[src/rtl/fms_pkg.sv]
// ----------------------------------------------------------------------------
// fms_pkg
// Shared types and constants of the flight mode supervisor.
// ----------------------------------------------------------------------------
`default_nettype none

package fms_pkg;

    // Flight modes, in the encoding shown on the mode output.
    typedef enum logic [1:0] {
        MODE_LANDED  = 2'd0,
        MODE_TAKEOFF = 2'd1,
        MODE_FLYING  = 2'd2,
        MODE_LANDING = 2'd3
    } t_mode;

    // Configuration register indexes.
    typedef enum logic [2:0] {
        CFG_ALT_STEP       = 3'd0,
        CFG_ALT_MAX        = 3'd1,
        CFG_ALT_MIN_FLYING = 3'd2,
        CFG_YAW_STEP       = 3'd3,
        CFG_TAKEOFF_ALT    = 3'd4,
        CFG_SEARCH_STEP    = 3'd5,
        CFG_ALIGN_WINDOW   = 3'd6
    } t_cfg_idx;

    localparam int unsigned CFG_IDX_W  = 3;
    localparam int unsigned CFG_DATA_W = 7;

    // Register reset values.
    localparam logic [5:0] RST_ALT_STEP       = 6'd10;
    localparam logic [6:0] RST_ALT_MAX        = 7'd100;
    localparam logic [6:0] RST_ALT_MIN_FLYING = 7'd10;
    localparam logic [6:0] RST_YAW_STEP       = 7'd15;
    localparam logic [6:0] RST_TAKEOFF_ALT    = 7'd5;
    localparam logic [4:0] RST_SEARCH_STEP    = 5'd3;
    localparam logic [4:0] RST_ALIGN_WINDOW   = 5'd2;

    // Heading and altitude constants.
    localparam logic signed [12:0] REF_NOT_FOUND = 13'sd3600;
    localparam logic [6:0]         ALT_CEIL      = 7'd100;
    localparam logic signed [10:0] HEAD_MAX      = 11'sd180;
    localparam logic signed [10:0] HEAD_MIN      = -11'sd180;
    localparam logic signed [10:0] HEAD_TURN     = 11'sd360;
    localparam logic signed [10:0] RIGHT_WRAP_TO = -11'sd165;
    localparam logic signed [10:0] LEFT_WRAP_TO  = 11'sd165;

    // Configuration registers as seen by the update logic.
    typedef struct packed {
        logic [5:0] alt_step;
        logic [6:0] alt_max;
        logic [6:0] alt_min_flying;
        logic [6:0] yaw_step;
        logic [6:0] takeoff_alt;
        logic [4:0] search_step;
        logic [4:0] align_window;
    } t_cfg;

    // One pass word after input conversion.
    typedef struct packed {
        logic              btn_up;
        logic              btn_down;
        logic              btn_right;
        logic              btn_left;
        logic              takeoff_sw;
        logic              alt_zero;
        logic signed [8:0] yaw_deg;
        logic signed [8:0] ref_head;
        logic              ref_found;
        logic              mode_step;
        logic              ramp_step;
    } t_item;

endpackage

`default_nettype wire

[src/rtl/fms_input_stage.sv]
// ----------------------------------------------------------------------------
// fms_input_stage
// Input register: takes one pass word and converts yaw and reference to
// whole degrees on the way in.
// ----------------------------------------------------------------------------
`default_nettype none

module fms_input_stage (
    input  wire logic                 i_clk,
    input  wire logic                 i_rst_n,
    input  wire logic                 i_in_valid,
    output logic                      o_in_stall,
    input  wire logic                 i_btn_up,
    input  wire logic                 i_btn_down,
    input  wire logic                 i_btn_right,
    input  wire logic                 i_btn_left,
    input  wire logic                 i_takeoff_switch,
    input  wire logic [8:0]           i_altitude_pct,
    input  wire logic signed [11:0]   i_yaw_tenths,
    input  wire logic signed [12:0]   i_ref_tenths,
    input  wire logic                 i_mode_step,
    input  wire logic                 i_ramp_step,
    input  wire logic                 i_advance,
    output logic                      o_item_valid,
    output fms_pkg::t_item            o_item
);
    import fms_pkg::*;

    // Divide by ten through a reciprocal multiply, exact for x up to 4096.
    function automatic logic [8:0] div10(input logic [12:0] x);
        logic [28:0] p;
        p = 29'(x) * 29'd52429;
        return p[27:19];
    endfunction

    logic              r_valid;
    t_item             r_item;
    t_item             n_item;
    logic              load;
    logic [12:0]       yaw_abs;
    logic [12:0]       ref_abs;
    logic signed [10:0] yaw_q;
    logic signed [10:0] ref_q;
    logic signed [10:0] ref_w;

    assign load       = !r_valid || i_advance;
    assign o_in_stall = !load;

    // Truncating division toward zero on the magnitudes.
    always_comb begin
        yaw_abs = i_yaw_tenths[11] ? 13'(-14'(i_yaw_tenths)) : 13'(i_yaw_tenths);
        ref_abs = i_ref_tenths[12] ? 13'(-14'(i_ref_tenths)) : 13'(i_ref_tenths);
        yaw_q   = i_yaw_tenths[11] ? -$signed({2'b00, div10(yaw_abs)})
                                   : $signed({2'b00, div10(yaw_abs)});
        ref_q   = i_ref_tenths[12] ? -$signed({2'b00, div10(ref_abs)})
                                   : $signed({2'b00, div10(ref_abs)});
        // One turn of wrap brings any 13-bit reference into range.
        if (ref_q > HEAD_MAX) begin
            ref_w = ref_q - HEAD_TURN;
        end else if (ref_q < HEAD_MIN) begin
            ref_w = ref_q + HEAD_TURN;
        end else begin
            ref_w = ref_q;
        end

        n_item.btn_up     = i_btn_up;
        n_item.btn_down   = i_btn_down;
        n_item.btn_right  = i_btn_right;
        n_item.btn_left   = i_btn_left;
        n_item.takeoff_sw = i_takeoff_switch;
        n_item.alt_zero   = (i_altitude_pct == 9'd0);
        n_item.yaw_deg    = yaw_q[8:0];
        n_item.ref_head   = ref_w[8:0];
        n_item.ref_found  = (i_ref_tenths != REF_NOT_FOUND);
        n_item.mode_step  = i_mode_step;
        n_item.ramp_step  = i_ramp_step;
    end

    // Valid flag.
    always_ff @(posedge i_clk) begin
        if (!i_rst_n) begin
            r_valid <= 1'b0;
        end else if (load) begin
            r_valid <= i_in_valid;
        end
    end

    // Payload register.
    always_ff @(posedge i_clk) begin
        if (load && i_in_valid) begin
            r_item <= n_item;
        end
    end

    assign o_item_valid = r_valid;
    assign o_item       = r_item;

endmodule

`default_nettype wire

[src/rtl/fms_update.sv]
// ----------------------------------------------------------------------------
// fms_update
// Supervisor state and result register: applies one pass to the mode,
// setpoints and drive enable.
// ----------------------------------------------------------------------------
`default_nettype none

module fms_update (
    input  wire logic             i_clk,
    input  wire logic             i_rst_n,
    input  wire fms_pkg::t_cfg    i_cfg,
    input  wire logic             i_item_valid,
    input  wire fms_pkg::t_item   i_item,
    input  wire logic             i_out_stall,
    output logic                  o_advance,
    output logic                  o_out_valid,
    output logic [1:0]            o_mode,
    output logic [6:0]            o_target_altitude,
    output logic signed [8:0]     o_target_heading,
    output logic                  o_motors_on
);
    import fms_pkg::*;

    function automatic logic [6:0] cap100(input logic [6:0] v);
        return (v > ALT_CEIL) ? ALT_CEIL : v;
    endfunction

    t_mode             r_mode;
    t_mode             n_mode;
    logic [6:0]        r_alt;
    logic [6:0]        n_alt;
    logic signed [8:0] r_yaw;
    logic signed [8:0] n_yaw;
    logic              r_drive;
    logic              n_drive;
    logic              r_out_valid;

    logic signed [8:0]  a;
    logic signed [8:0]  amax;
    logic signed [8:0]  amin;
    logic signed [8:0]  astep;
    logic signed [10:0] y;
    logic signed [10:0] ys;
    logic signed [10:0] yd;
    logic signed [10:0] win;
    logic signed [10:0] ystep;

    assign o_advance = i_item_valid && (!r_out_valid || !i_out_stall);

    // Next state for one pass: buttons, then mode rules, then the ramp.
    always_comb begin
        amax    = $signed({2'b00, cap100(i_cfg.alt_max)});
        amin    = $signed({2'b00, cap100(i_cfg.alt_min_flying)});
        astep   = $signed({3'b000, i_cfg.alt_step});
        ystep   = $signed({4'b0000, i_cfg.yaw_step});
        win     = $signed({6'b000000, i_cfg.align_window});
        yd      = 11'(i_item.yaw_deg);
        a       = $signed({2'b00, r_alt});
        y       = 11'(r_yaw);
        n_mode  = r_mode;
        n_drive = r_drive;

        // Buttons act only while flying.
        if (r_mode == MODE_FLYING) begin
            if (i_item.btn_up) begin
                a = (a + astep > amax) ? amax : a + astep;
            end
            if (i_item.btn_down) begin
                a = (a - astep < amin) ? amin : a - astep;
            end
            if (i_item.btn_right) begin
                ys = y + ystep;
                y  = (ys > HEAD_MAX) ? RIGHT_WRAP_TO : ys;
            end
            if (i_item.btn_left) begin
                ys = y - ystep;
                y  = (ys <= HEAD_MIN) ? LEFT_WRAP_TO : ys;
            end
        end

        // Mode transition rules.
        if (i_item.mode_step) begin
            case (r_mode)
                MODE_LANDED: begin
                    if (i_item.takeoff_sw) begin
                        n_drive = 1'b1;
                        n_mode  = MODE_TAKEOFF;
                    end
                end
                MODE_LANDING: begin
                    if (i_item.alt_zero && a == 9'sd0) begin
                        n_drive = 1'b0;
                        n_mode  = MODE_LANDED;
                    end
                end
                MODE_TAKEOFF: begin
                    a = $signed({2'b00, cap100(i_cfg.takeoff_alt)});
                    if (i_item.ref_found) begin
                        a      = amin;
                        y      = 11'(i_item.ref_head);
                        n_mode = MODE_FLYING;
                    end
                end
                default: begin
                    if (!i_item.takeoff_sw) begin
                        y      = 11'(i_item.ref_head);
                        n_mode = MODE_LANDING;
                    end
                end
            endcase
        end

        // Slow search in takeoff and descent in landing.
        if (i_item.ramp_step) begin
            if (!i_item.ref_found && n_mode == MODE_TAKEOFF) begin
                ys = y + $signed({6'b000000, i_cfg.search_step});
                y  = (ys > HEAD_MAX) ? ys - HEAD_TURN : ys;
            end
            if (n_mode == MODE_LANDING) begin
                if (yd < y + win && yd > y - win && a > 9'sd0) begin
                    a = a - 9'sd1;
                end
            end
        end

        ys    = 11'sd0;
        n_alt = a[6:0];
        n_yaw = y[8:0];
    end

    // Mode register.
    always_ff @(posedge i_clk) begin
        if (!i_rst_n) begin
            r_mode <= MODE_LANDED;
        end else if (o_advance) begin
            r_mode <= n_mode;
        end
    end

    // Setpoints, drive enable and result valid.
    always_ff @(posedge i_clk) begin
        if (!i_rst_n) begin
            r_alt       <= 7'd0;
            r_yaw       <= 9'sd0;
            r_drive     <= 1'b0;
            r_out_valid <= 1'b0;
        end else begin
            if (o_advance) begin
                r_alt   <= n_alt;
                r_yaw   <= n_yaw;
                r_drive <= n_drive;
            end
            if (o_advance) begin
                r_out_valid <= 1'b1;
            end else if (!i_out_stall) begin
                r_out_valid <= 1'b0;
            end
        end
    end

    assign o_out_valid       = r_out_valid;
    assign o_mode            = r_mode;
    assign o_target_altitude = r_alt;
    assign o_target_heading  = r_yaw;
    assign o_motors_on       = r_drive;

endmodule

`default_nettype wire

[src/rtl/flight_mode_supervisor.sv]
// ----------------------------------------------------------------------------
// flight_mode_supervisor
// Mode supervisor for a small helicopter rig: mode, altitude and heading
// setpoints and motor enable, updated once per supervisor pass.
// ----------------------------------------------------------------------------
//  Channel  Handshake              Payload
//  in       i_in_valid/o_in_stall  buttons, switch, altitude, yaw, reference,
//                                  mode and ramp step flags
//  out      o_out_valid/i_out_stall mode, target altitude, heading, motors on
//  cfg      i_cfg_we               i_cfg_index, i_cfg_data
//
// One pass word is taken per cycle while o_in_stall is low. A taken word
// sits in the input register and then updates the state register, whose
// outputs carry its result. The state register doubles as the result
// register, so a stalled result holds the waiting word in the input
// register, which then stalls the input.
// Reset is synchronous: it clears the mode, setpoints, drive enable and
// registers to their defaults.
`default_nettype none

module flight_mode_supervisor (
    input  wire logic                          i_clk,
    input  wire logic                          i_rst_n,
    input  wire logic                          i_in_valid,
    output logic                               o_in_stall,
    input  wire logic                          i_btn_up,
    input  wire logic                          i_btn_down,
    input  wire logic                          i_btn_right,
    input  wire logic                          i_btn_left,
    input  wire logic                          i_takeoff_switch,
    input  wire logic [8:0]                    i_altitude_pct,
    input  wire logic signed [11:0]            i_yaw_tenths,
    input  wire logic signed [12:0]            i_ref_tenths,
    input  wire logic                          i_mode_step,
    input  wire logic                          i_ramp_step,
    output logic                               o_out_valid,
    input  wire logic                          i_out_stall,
    output logic [1:0]                         o_mode,
    output logic [6:0]                         o_target_altitude,
    output logic signed [8:0]                  o_target_heading,
    output logic                               o_motors_on,
    input  wire logic                          i_cfg_we,
    input  wire logic [fms_pkg::CFG_IDX_W-1:0] i_cfg_index,
    input  wire logic [fms_pkg::CFG_DATA_W-1:0] i_cfg_data
);
    import fms_pkg::*;

    t_cfg  r_cfg;
    t_item item;
    logic  item_valid;
    logic  advance;

    // Configuration registers.
    always_ff @(posedge i_clk) begin
        if (!i_rst_n) begin
            r_cfg.alt_step       <= RST_ALT_STEP;
            r_cfg.alt_max        <= RST_ALT_MAX;
            r_cfg.alt_min_flying <= RST_ALT_MIN_FLYING;
            r_cfg.yaw_step       <= RST_YAW_STEP;
            r_cfg.takeoff_alt    <= RST_TAKEOFF_ALT;
            r_cfg.search_step    <= RST_SEARCH_STEP;
            r_cfg.align_window   <= RST_ALIGN_WINDOW;
        end else if (i_cfg_we) begin
            case (i_cfg_index)
                CFG_ALT_STEP:       r_cfg.alt_step       <= i_cfg_data[5:0];
                CFG_ALT_MAX:        r_cfg.alt_max        <= i_cfg_data[6:0];
                CFG_ALT_MIN_FLYING: r_cfg.alt_min_flying <= i_cfg_data[6:0];
                CFG_YAW_STEP:       r_cfg.yaw_step       <= i_cfg_data[6:0];
                CFG_TAKEOFF_ALT:    r_cfg.takeoff_alt    <= i_cfg_data[6:0];
                CFG_SEARCH_STEP:    r_cfg.search_step    <= i_cfg_data[4:0];
                CFG_ALIGN_WINDOW:   r_cfg.align_window   <= i_cfg_data[4:0];
                default: begin
                end
            endcase
        end
    end

    // The step flags travel in the input register beside the converted word.
    fms_input_stage u_input (
        .i_clk            (i_clk),
        .i_rst_n          (i_rst_n),
        .i_in_valid       (i_in_valid),
        .o_in_stall       (o_in_stall),
        .i_btn_up         (i_btn_up),
        .i_btn_down       (i_btn_down),
        .i_btn_right      (i_btn_right),
        .i_btn_left       (i_btn_left),
        .i_takeoff_switch (i_takeoff_switch),
        .i_altitude_pct   (i_altitude_pct),
        .i_yaw_tenths     (i_yaw_tenths),
        .i_ref_tenths     (i_ref_tenths),
        .i_mode_step      (i_mode_step),
        .i_ramp_step      (i_ramp_step),
        .i_advance        (advance),
        .o_item_valid     (item_valid),
        .o_item           (item)
    );

    fms_update u_update (
        .i_clk             (i_clk),
        .i_rst_n           (i_rst_n),
        .i_cfg             (r_cfg),
        .i_item_valid      (item_valid),
        .i_item            (item),
        .i_out_stall       (i_out_stall),
        .o_advance         (advance),
        .o_out_valid       (o_out_valid),
        .o_mode            (o_mode),
        .o_target_altitude (o_target_altitude),
        .o_target_heading  (o_target_heading),
        .o_motors_on       (o_motors_on)
    );

endmodule

`default_nettype wire
[config.mk]
export PLATFORM = sky130hd
export DESIGN_NAME = flight_mode_supervisor
export DESIGN_NICKNAME = d
export VERILOG_FILES = /design/src/rtl/fms_pkg.sv /design/src/rtl/fms_input_stage.sv /design/src/rtl/fms_update.sv /design/src/rtl/flight_mode_supervisor.sv
export SDC_FILE = /design/constraint.sdc
export NUM_CORES = 1
export LEC_CHECK = 0
export ABC_AREA = 1
export BUFFER_PORTS_ARGS = -buffer_cell sky130_fd_sc_hd__buf_2
export CAP_MARGIN = 20
export CORE_MARGIN = 4
export CORE_UTILIZATION = 57
export CTS_CLUSTER_SIZE = 16
export DETAILED_ROUTE_END_ITERATION = 10
export PLACE_DENSITY = 0.74
export SETUP_SLACK_MARGIN = 0.1
export SYNTH_ARGS = -nofsm -noshare
export SYNTH_HDL_FRONTEND = slang
export SYNTH_HIERARCHICAL = 1
export SYNTH_SLANG_ARGS = --single-unit
export TNS_END_PERCENT = 50
[constraint.sdc]
create_clock -name i_clk -period 11.58 [get_ports i_clk]
set_input_delay 1.158 -clock i_clk [delete_from_list [all_inputs] [get_ports i_clk]]
set_output_delay 1.158 -clock i_clk [all_outputs]
set_load 0.01 [all_outputs]
Word level (Yosys, flattened, before mapping)
Index checks and enable logic that the tools add are counted.
{ "totals": {"regBits": 92, "latch_bits": 0, "ramBits": 0, "mem_bits_ro": 0, "in_bits": 56, "output_inout_bits": 21, "elab_cells": 142, "mem_count": 0} }
{ "classes": {"addsub": 15, "mul": 2, "div_mod_pow": 0, "order_cmp": 13, "n_eq_ne": 15, "shift": 0, "mux": 46, "n_bitwise": 0, "n_reduce_logical": 27} }
{ "op_table": {"columns": ["operator", "count"], "rows": [
  ["$mux 11", 13],
  ["$mux 9", 12],
  ["$mul 13x16->28 const B", 2],
  ["$mux 7", 7],
  ["$gt 11x9->1 const B", 3],
  ["$mux 13", 2],
  ["$add 11x6->11", 2],
  ["$pmux 11 s2", 1],
  ["$gt 7x7->1 const B", 3],
  ["$logic_not 9->1", 2],
  ["$reduce_and 2->1", 7],
  ["$ne 13x13->1 const B", 1],
  ["$neg 12->13", 1],
  ["$neg 13->13", 1],
  ["$gt 9x11->1", 1],
  ["$le 11x9->1 const B", 1],
  ["$lt 11x9->1 const B", 1],
  ["$lt 9x11->1", 1],
  ["$neg 9->11", 1],
  ["$sub 11x10->11 const B", 1],
  ["$sub 11x6->11", 1],
  ["$sub 11x8->11", 1],
  ["$add 9x8->10", 1],
  ["$mux 2", 5],
  ["27 further kinds", 47]
]} }

Logic depth before layout (Yosys ltp)
{ "depth": {"depth_word": 27, "mapped_depth": 78, "depth_no_buf": 76} }

Modules after synthesis
Netlist, hierarchy kept.
{ "modules_own_cells": {"columns": ["mod", "n_inst", "cells_each", "area_each_um2", "seq_area_each_um2"], "rows": [
  ["fms_input_stage", 1, 1128, 8667.1, 830.8],
  ["fms_update", 1, 1058, 6301.0, 400.4],
  ["flight_mode_supervisor", 1, 249, 1773.0, 880.8]
]} }

Worst setup path before layout
No wires, ideal clock.
{ "synth_timing": {"kind": "reg2reg", "start": "register u_update.r_alt[0] (netlist: u_update/o_target_altitude[0])", "end": "register u_update.r_alt[3] (netlist: u_update/o_target_altitude[3])", "setup_ns": 0.109, "arrival_ns": 9.794, "t_required_ns": 11.471, "slack_ns": 1.677, "path_stages_with_launch": 67, "n_path_buf": 2, "synth_period_minus_slack_ns": 9.903, "cell_sequence": "dfxtp_1 > ha_1 > fa_1 > a31oi_1 > nor2_1 > nor2_1 > nor2_1 > nor2_1 > xor2_1 > ha_1 > a21o_1 > o21ai_0 > nand2_2 > inv_2 > nand2_1 > a31o_2 > inv_1 > ha_1 > [... 31 more ...] > a21oi_1 > nand2_1 > xor2_1 > ha_1 > nand2_1 > inv_1 > nand2_1 > a21oi_1 > o21ai_0 > a2111oi_0 > nand4_1 > nor2_1 > nand2_1 > nor2_1 > xor2_1 > nand2_1 > nand2_1 > inv_1"} }
{ "synth_via": {"elab_chain_cells": 26, "elab_cells_between_ends": 33, "classes_between": "5 x add/sub; 5 x order compare; 2 x eq/ne; 16 x mux; 5 x reduce/logical"} }
{ "synth_rtl": {"columns": ["element", "line_no", "source"], "rows": [
  ["start, declared", "fms_update.sv:30", "logic [6:0] r_alt;"],
  ["start signal, assigned", "fms_update.sv:149", "r_alt <= n_alt;"],
  ["$add 7x6->8", "fms_update.sv:66", "a = (a + astep > amax) ? amax : a + astep;"],
  ["$gt 9x8->1", "fms_update.sv:66", null],
  ["$mux 9", "fms_update.sv:66", null],
  ["$mux 9", "fms_update.sv:65", "if (i_item.btn_up) begin"],
  ["$mux 9", "fms_update.sv:64", "if (r_mode == MODE_FLYING) begin"],
  ["$sub 9x7->9", "fms_update.sv:69", "a = (a - astep < amin) ? amin : a - astep;"],
  ["$lt 9x8->1", "fms_update.sv:69", null],
  ["$mux 9", "fms_update.sv:69", null],
  ["[... 9 more ...]", null, null],
  ["$mux 11", "fms_update.sv:115", "if (!i_item.ref_found && n_mode == MODE_TAKEOFF) begin"],
  ["$mux 11", "fms_update.sv:114", "if (i_item.ramp_step) begin"],
  ["$add 11x6->11 / $sub 11x6->11 (equally long branches)", "fms_update.sv:120", "if (yd < y + win && yd > y - win && a > 9'sd0) begin"],
  ["$lt 9x11->1 / $gt 9x11->1 (equally long branches)", "fms_update.sv:120", null],
  ["$logic_and 1x1->1 (2 in series)", "fms_update.sv:120", null],
  ["$mux 7", "fms_update.sv:120", null],
  ["$mux 7", "fms_update.sv:119", "if (n_mode == MODE_LANDING) begin"],
  ["$mux 7 *", "fms_update.sv:114", null]
]} }
Mark *: on every way between the ends. The rest lies on a longest branch, timed or not. The select of a mux whose other input is x is not followed.
A chain may end at the register's enable or synchronous reset.

Worst setup path in the final report
Ends and elaborated chain as after synthesis.

==> impl_metrics.json <==
{
  "status": "completed",
  "cp.required_ps": 11840,
  "io_buffers": 76,
  "pin_count": 77,
  "diodes": 0,
  "synthFlopType": "dfxtp_1",
  "end_kind": "register",
  "min_path_type": "register to register",
  "place_area_um2": 17500,
  "yosys_warnings": 6,
  "totalWireLength_mm": 43.0,
  "fp.dieW_um": 179,
  "crit_path_max_fanout": 6,
  "tightest_slew_ps": 995,
  "initial_core_util": 0.580,
  "cpMostUsedCell": "nand2_1",
  "async_flop_share": 0,
  "netlist_area_um2": 16700,
  "multiInputGateArea_um2": 12900,
  "start_kind": "register",
  "grt-ovfl-total": 0,
  "setup_ws_ps": 765,
  "num_vias": 15700,
  "detail-route-antenna-nets": 0,
  "antenna_found_initial": 0,
  "ff_latch_area_um2": 2110,
  "hold_viol": 0,
  "path_class": "register to register",
  "drive_above_1_share": 0.102,
  "instances_no_fill": 2884,
  "syn_to_final_growth_pct": 7.19,
  "place_hpwl_mm": 35.7,
  "cp.arrival_ps": 11070,
  "period_share": 0.934,
  "wl_per_cell_um": 14.9,
  "cp_num_buf_inv": 7,
  "clk_latency_ps": 370,
  "fin_setup_tns_ps": 0,
  "seq_area_frac_synth": 0.126,
  "max_freq_mhz": 92.5,
  "synthTopCellsByArea": "ha_1 (19%), nand2_1 (12%), fa_1 (12%), inv_1 (9.8%), dfxtp_1 (7.8%)",
  "cts_tree": "built",
  "die_y_um": 179,
  "synth-seq-cells": 92,
  "place_inst": 2863,
  "final-max-slew-violation-count": 0,
  "cts_buffers": 9,
  "rows": 62,
  "rsz0062_at_grt": "no",
  "cpPeakStageDelay_ps": 470,
  "ys_types": 73,
  "netlist_instances": 2435,
  "clock_tree.htree_level_count": 3,
  "synth_top_area_cell": "ha_1",
  "via_per_inst": 5.45,
  "clkSlewWorstSetupHoldPaths_ps": 70,
  "dp_worst_setup_slack_ps": 440,
  "post-route-min-period_ps": 10820,
  "place.gp.congestion": 0.985,
  "cts_buffer_depth": 2,
  "setup_violations": 0,
  "nFillCells": 2791,
  "first_global_vias": 15000,
  "core_um2": 28900,
  "crit_slowest_cell": "fa_1",
  "clock-sinks": 92,
  "nNetsFinal": 2903,
  "firstDrtPassIters": 6,
  "synth_edf_count": 27,
  "cts-root-buf": "clkbuf_16",
  "syn_area_per_cell_um2": 6.88,
  "relSlewSlack": 0.335,
  "grt_pass1_wl_mm": 71.1,
  "grtUsageTotal": 0.268,
  "drtIter0Drc": 1191,
  "final_cell_area_um2": 17900,
  "grt_max_degree": 52,
  "fin_worst_skew_ps": 13.6,
  "synth_top_area_frac": 0.187,
  "cp_top_family": "compound AO/OA/AOI/OAI gates",
  "remaining_drc_errors": 0,
  "die_area_um2": 32200,
  "drv_cap": 0
}
synthesized netlist by cell type, types with 5 or more instances:
cell type	number
nand3_2	12
a21oi_1	129
xnor2_1	21
clkbuf_1	22
nor2_4	9
xor2_1	52
inv_1	439
fa_1	102
edfxtp_1	27
a22oi_1	5
nand3b_1	7
clkinv_1	5
ha_1	250
nor3_1	17
or2_2	7
inv_2	18
nand2_1	550
dfxtp_1	65
o211ai_1	8
a21o_1	10
nor2_1	202
o21ai_0	92
nor4_1	10
nand4_1	24
nand3_1	160
nor2_2	9
o31ai_1	6
nand2_2	39
o21bai_1	7
o21a_1	6
nand2_4	12
buf_2	10
a31oi_1	9
o21ai_1	19
cell usage in the layout (no fill, tap or decap), drive strengths merged, types with 3 or more instances in the layout:
| cell | count |
|---|---|
| a31o | 3 |
| xnor2 | 21 |
| a211oi | 4 |
| o211ai | 8 |
| nand2 | 603 |
| inv | 461 |
| o21ai | 112 |
| a21boi | 3 |
| a31oi | 9 |
| conb | 3 |
| a21o | 10 |
| nor2 | 221 |
| nand3 | 174 |
| a22oi | 5 |
| or2 | 9 |
| buf | 85 |
| ha | 250 |
| and3 | 3 |
| o21bai | 8 |
| nor4 | 11 |
| nand3b | 7 |
| a2111oi | 4 |
| fa | 102 |
| o22ai | 5 |
| o21a | 6 |
| a21oi | 135 |
| clkinv | 8 |
| dfxtp | 65 |
| xor2 | 54 |
| o32ai | 4 |
| o31ai | 6 |
| nor3 | 19 |
| edfxtp | 27 |
| o221ai | 3 |
| a32oi | 3 |
| clkbuf | 9 |
| nand4 | 26 |
stage by stage:
step | util | hold slack, ps
final | 0.622 | 468
after detailed placement | 0.606 | 458
after global placement | 0.606 | 453
after CTS | 0.616 | 469
after floorplan | - | 435
after global routing | 0.622 | 500
layer usage:
metal  routed length, um  GRT usage  vias up
met5                   0          0        -
met4                1120     0.0743        0
li1                    -          -     7950
met2               20600      0.474      430
met3                2080     0.0233       69
met1               19200      0.353     7283
final timing paths:
kind | start | end | slack (ps) | cells past startpoint
worst min-delay path | u_update/o_motors_on | u_update/o_motors_on | 470 | 2
worst max register to register | u_update/o_target_altitude[0] | u_update/o_target_altitude[3] | 760 | 62
worst min register to register | u_update/o_motors_on | u_update/o_motors_on | 470 | 2
worst max-delay path | u_update/o_target_altitude[0] | u_update/o_target_altitude[3] | 760 | 62
state kept, by name, summed over array words and instances, names as in the netlist:
signal                      flops
u_input/o_item                 27
u_input/o_item_valid            1
u_update/o_target_heading       9
u_update/o_target_altitude      7
u_update/o_motors_on            1
u_update/o_mode                 2
r_cfg                          44
u_update/o_out_valid            1
cell families after synthesis:
logic type | share of synthesized area
AO/OA/AOI/OAI | 0.120
XOR/XNOR | 0.0401
adder cells (fa/ha/maj) | 0.309
buffers and inverters | 0.114
flip-flops | 0.126
other | 0.000224
AND/OR/NAND/NOR | 0.291
worst register-to-register path, delay by kind of cell (launching register included):
family,cells,cell delay [ps]
AO/OA/AOI/OAI,18,3210
adder cells (fa/ha/maj),10,3180
AND/OR/NAND/NOR,23,2900
XOR/XNOR,4,550
buffers and inverters,7,540
flip-flops,1,350
repair_timing:
action                     in CTS  in global routing
buffers inserted                0                  4
gates resized for setup         0                 34
hold buffers                    0                  0
setup endpoints to repair       0                  7
cell type report:
class | count | area share
Inverter | 462 | 0.0966
Sequential cell | 92 | 0.118
Clock inverter | 7 | 0.00439
Multi-Input combinational cell | 1845 | 0.717
Timing Repair Buffer | 85 | 0.0252
Tap cell | 384 | 0.0268
Clock buffer | 9 | 0.0126
Power is not shown: default switching activity piles up to over one toggle a cycle in this logic, so the estimate is an artifact.
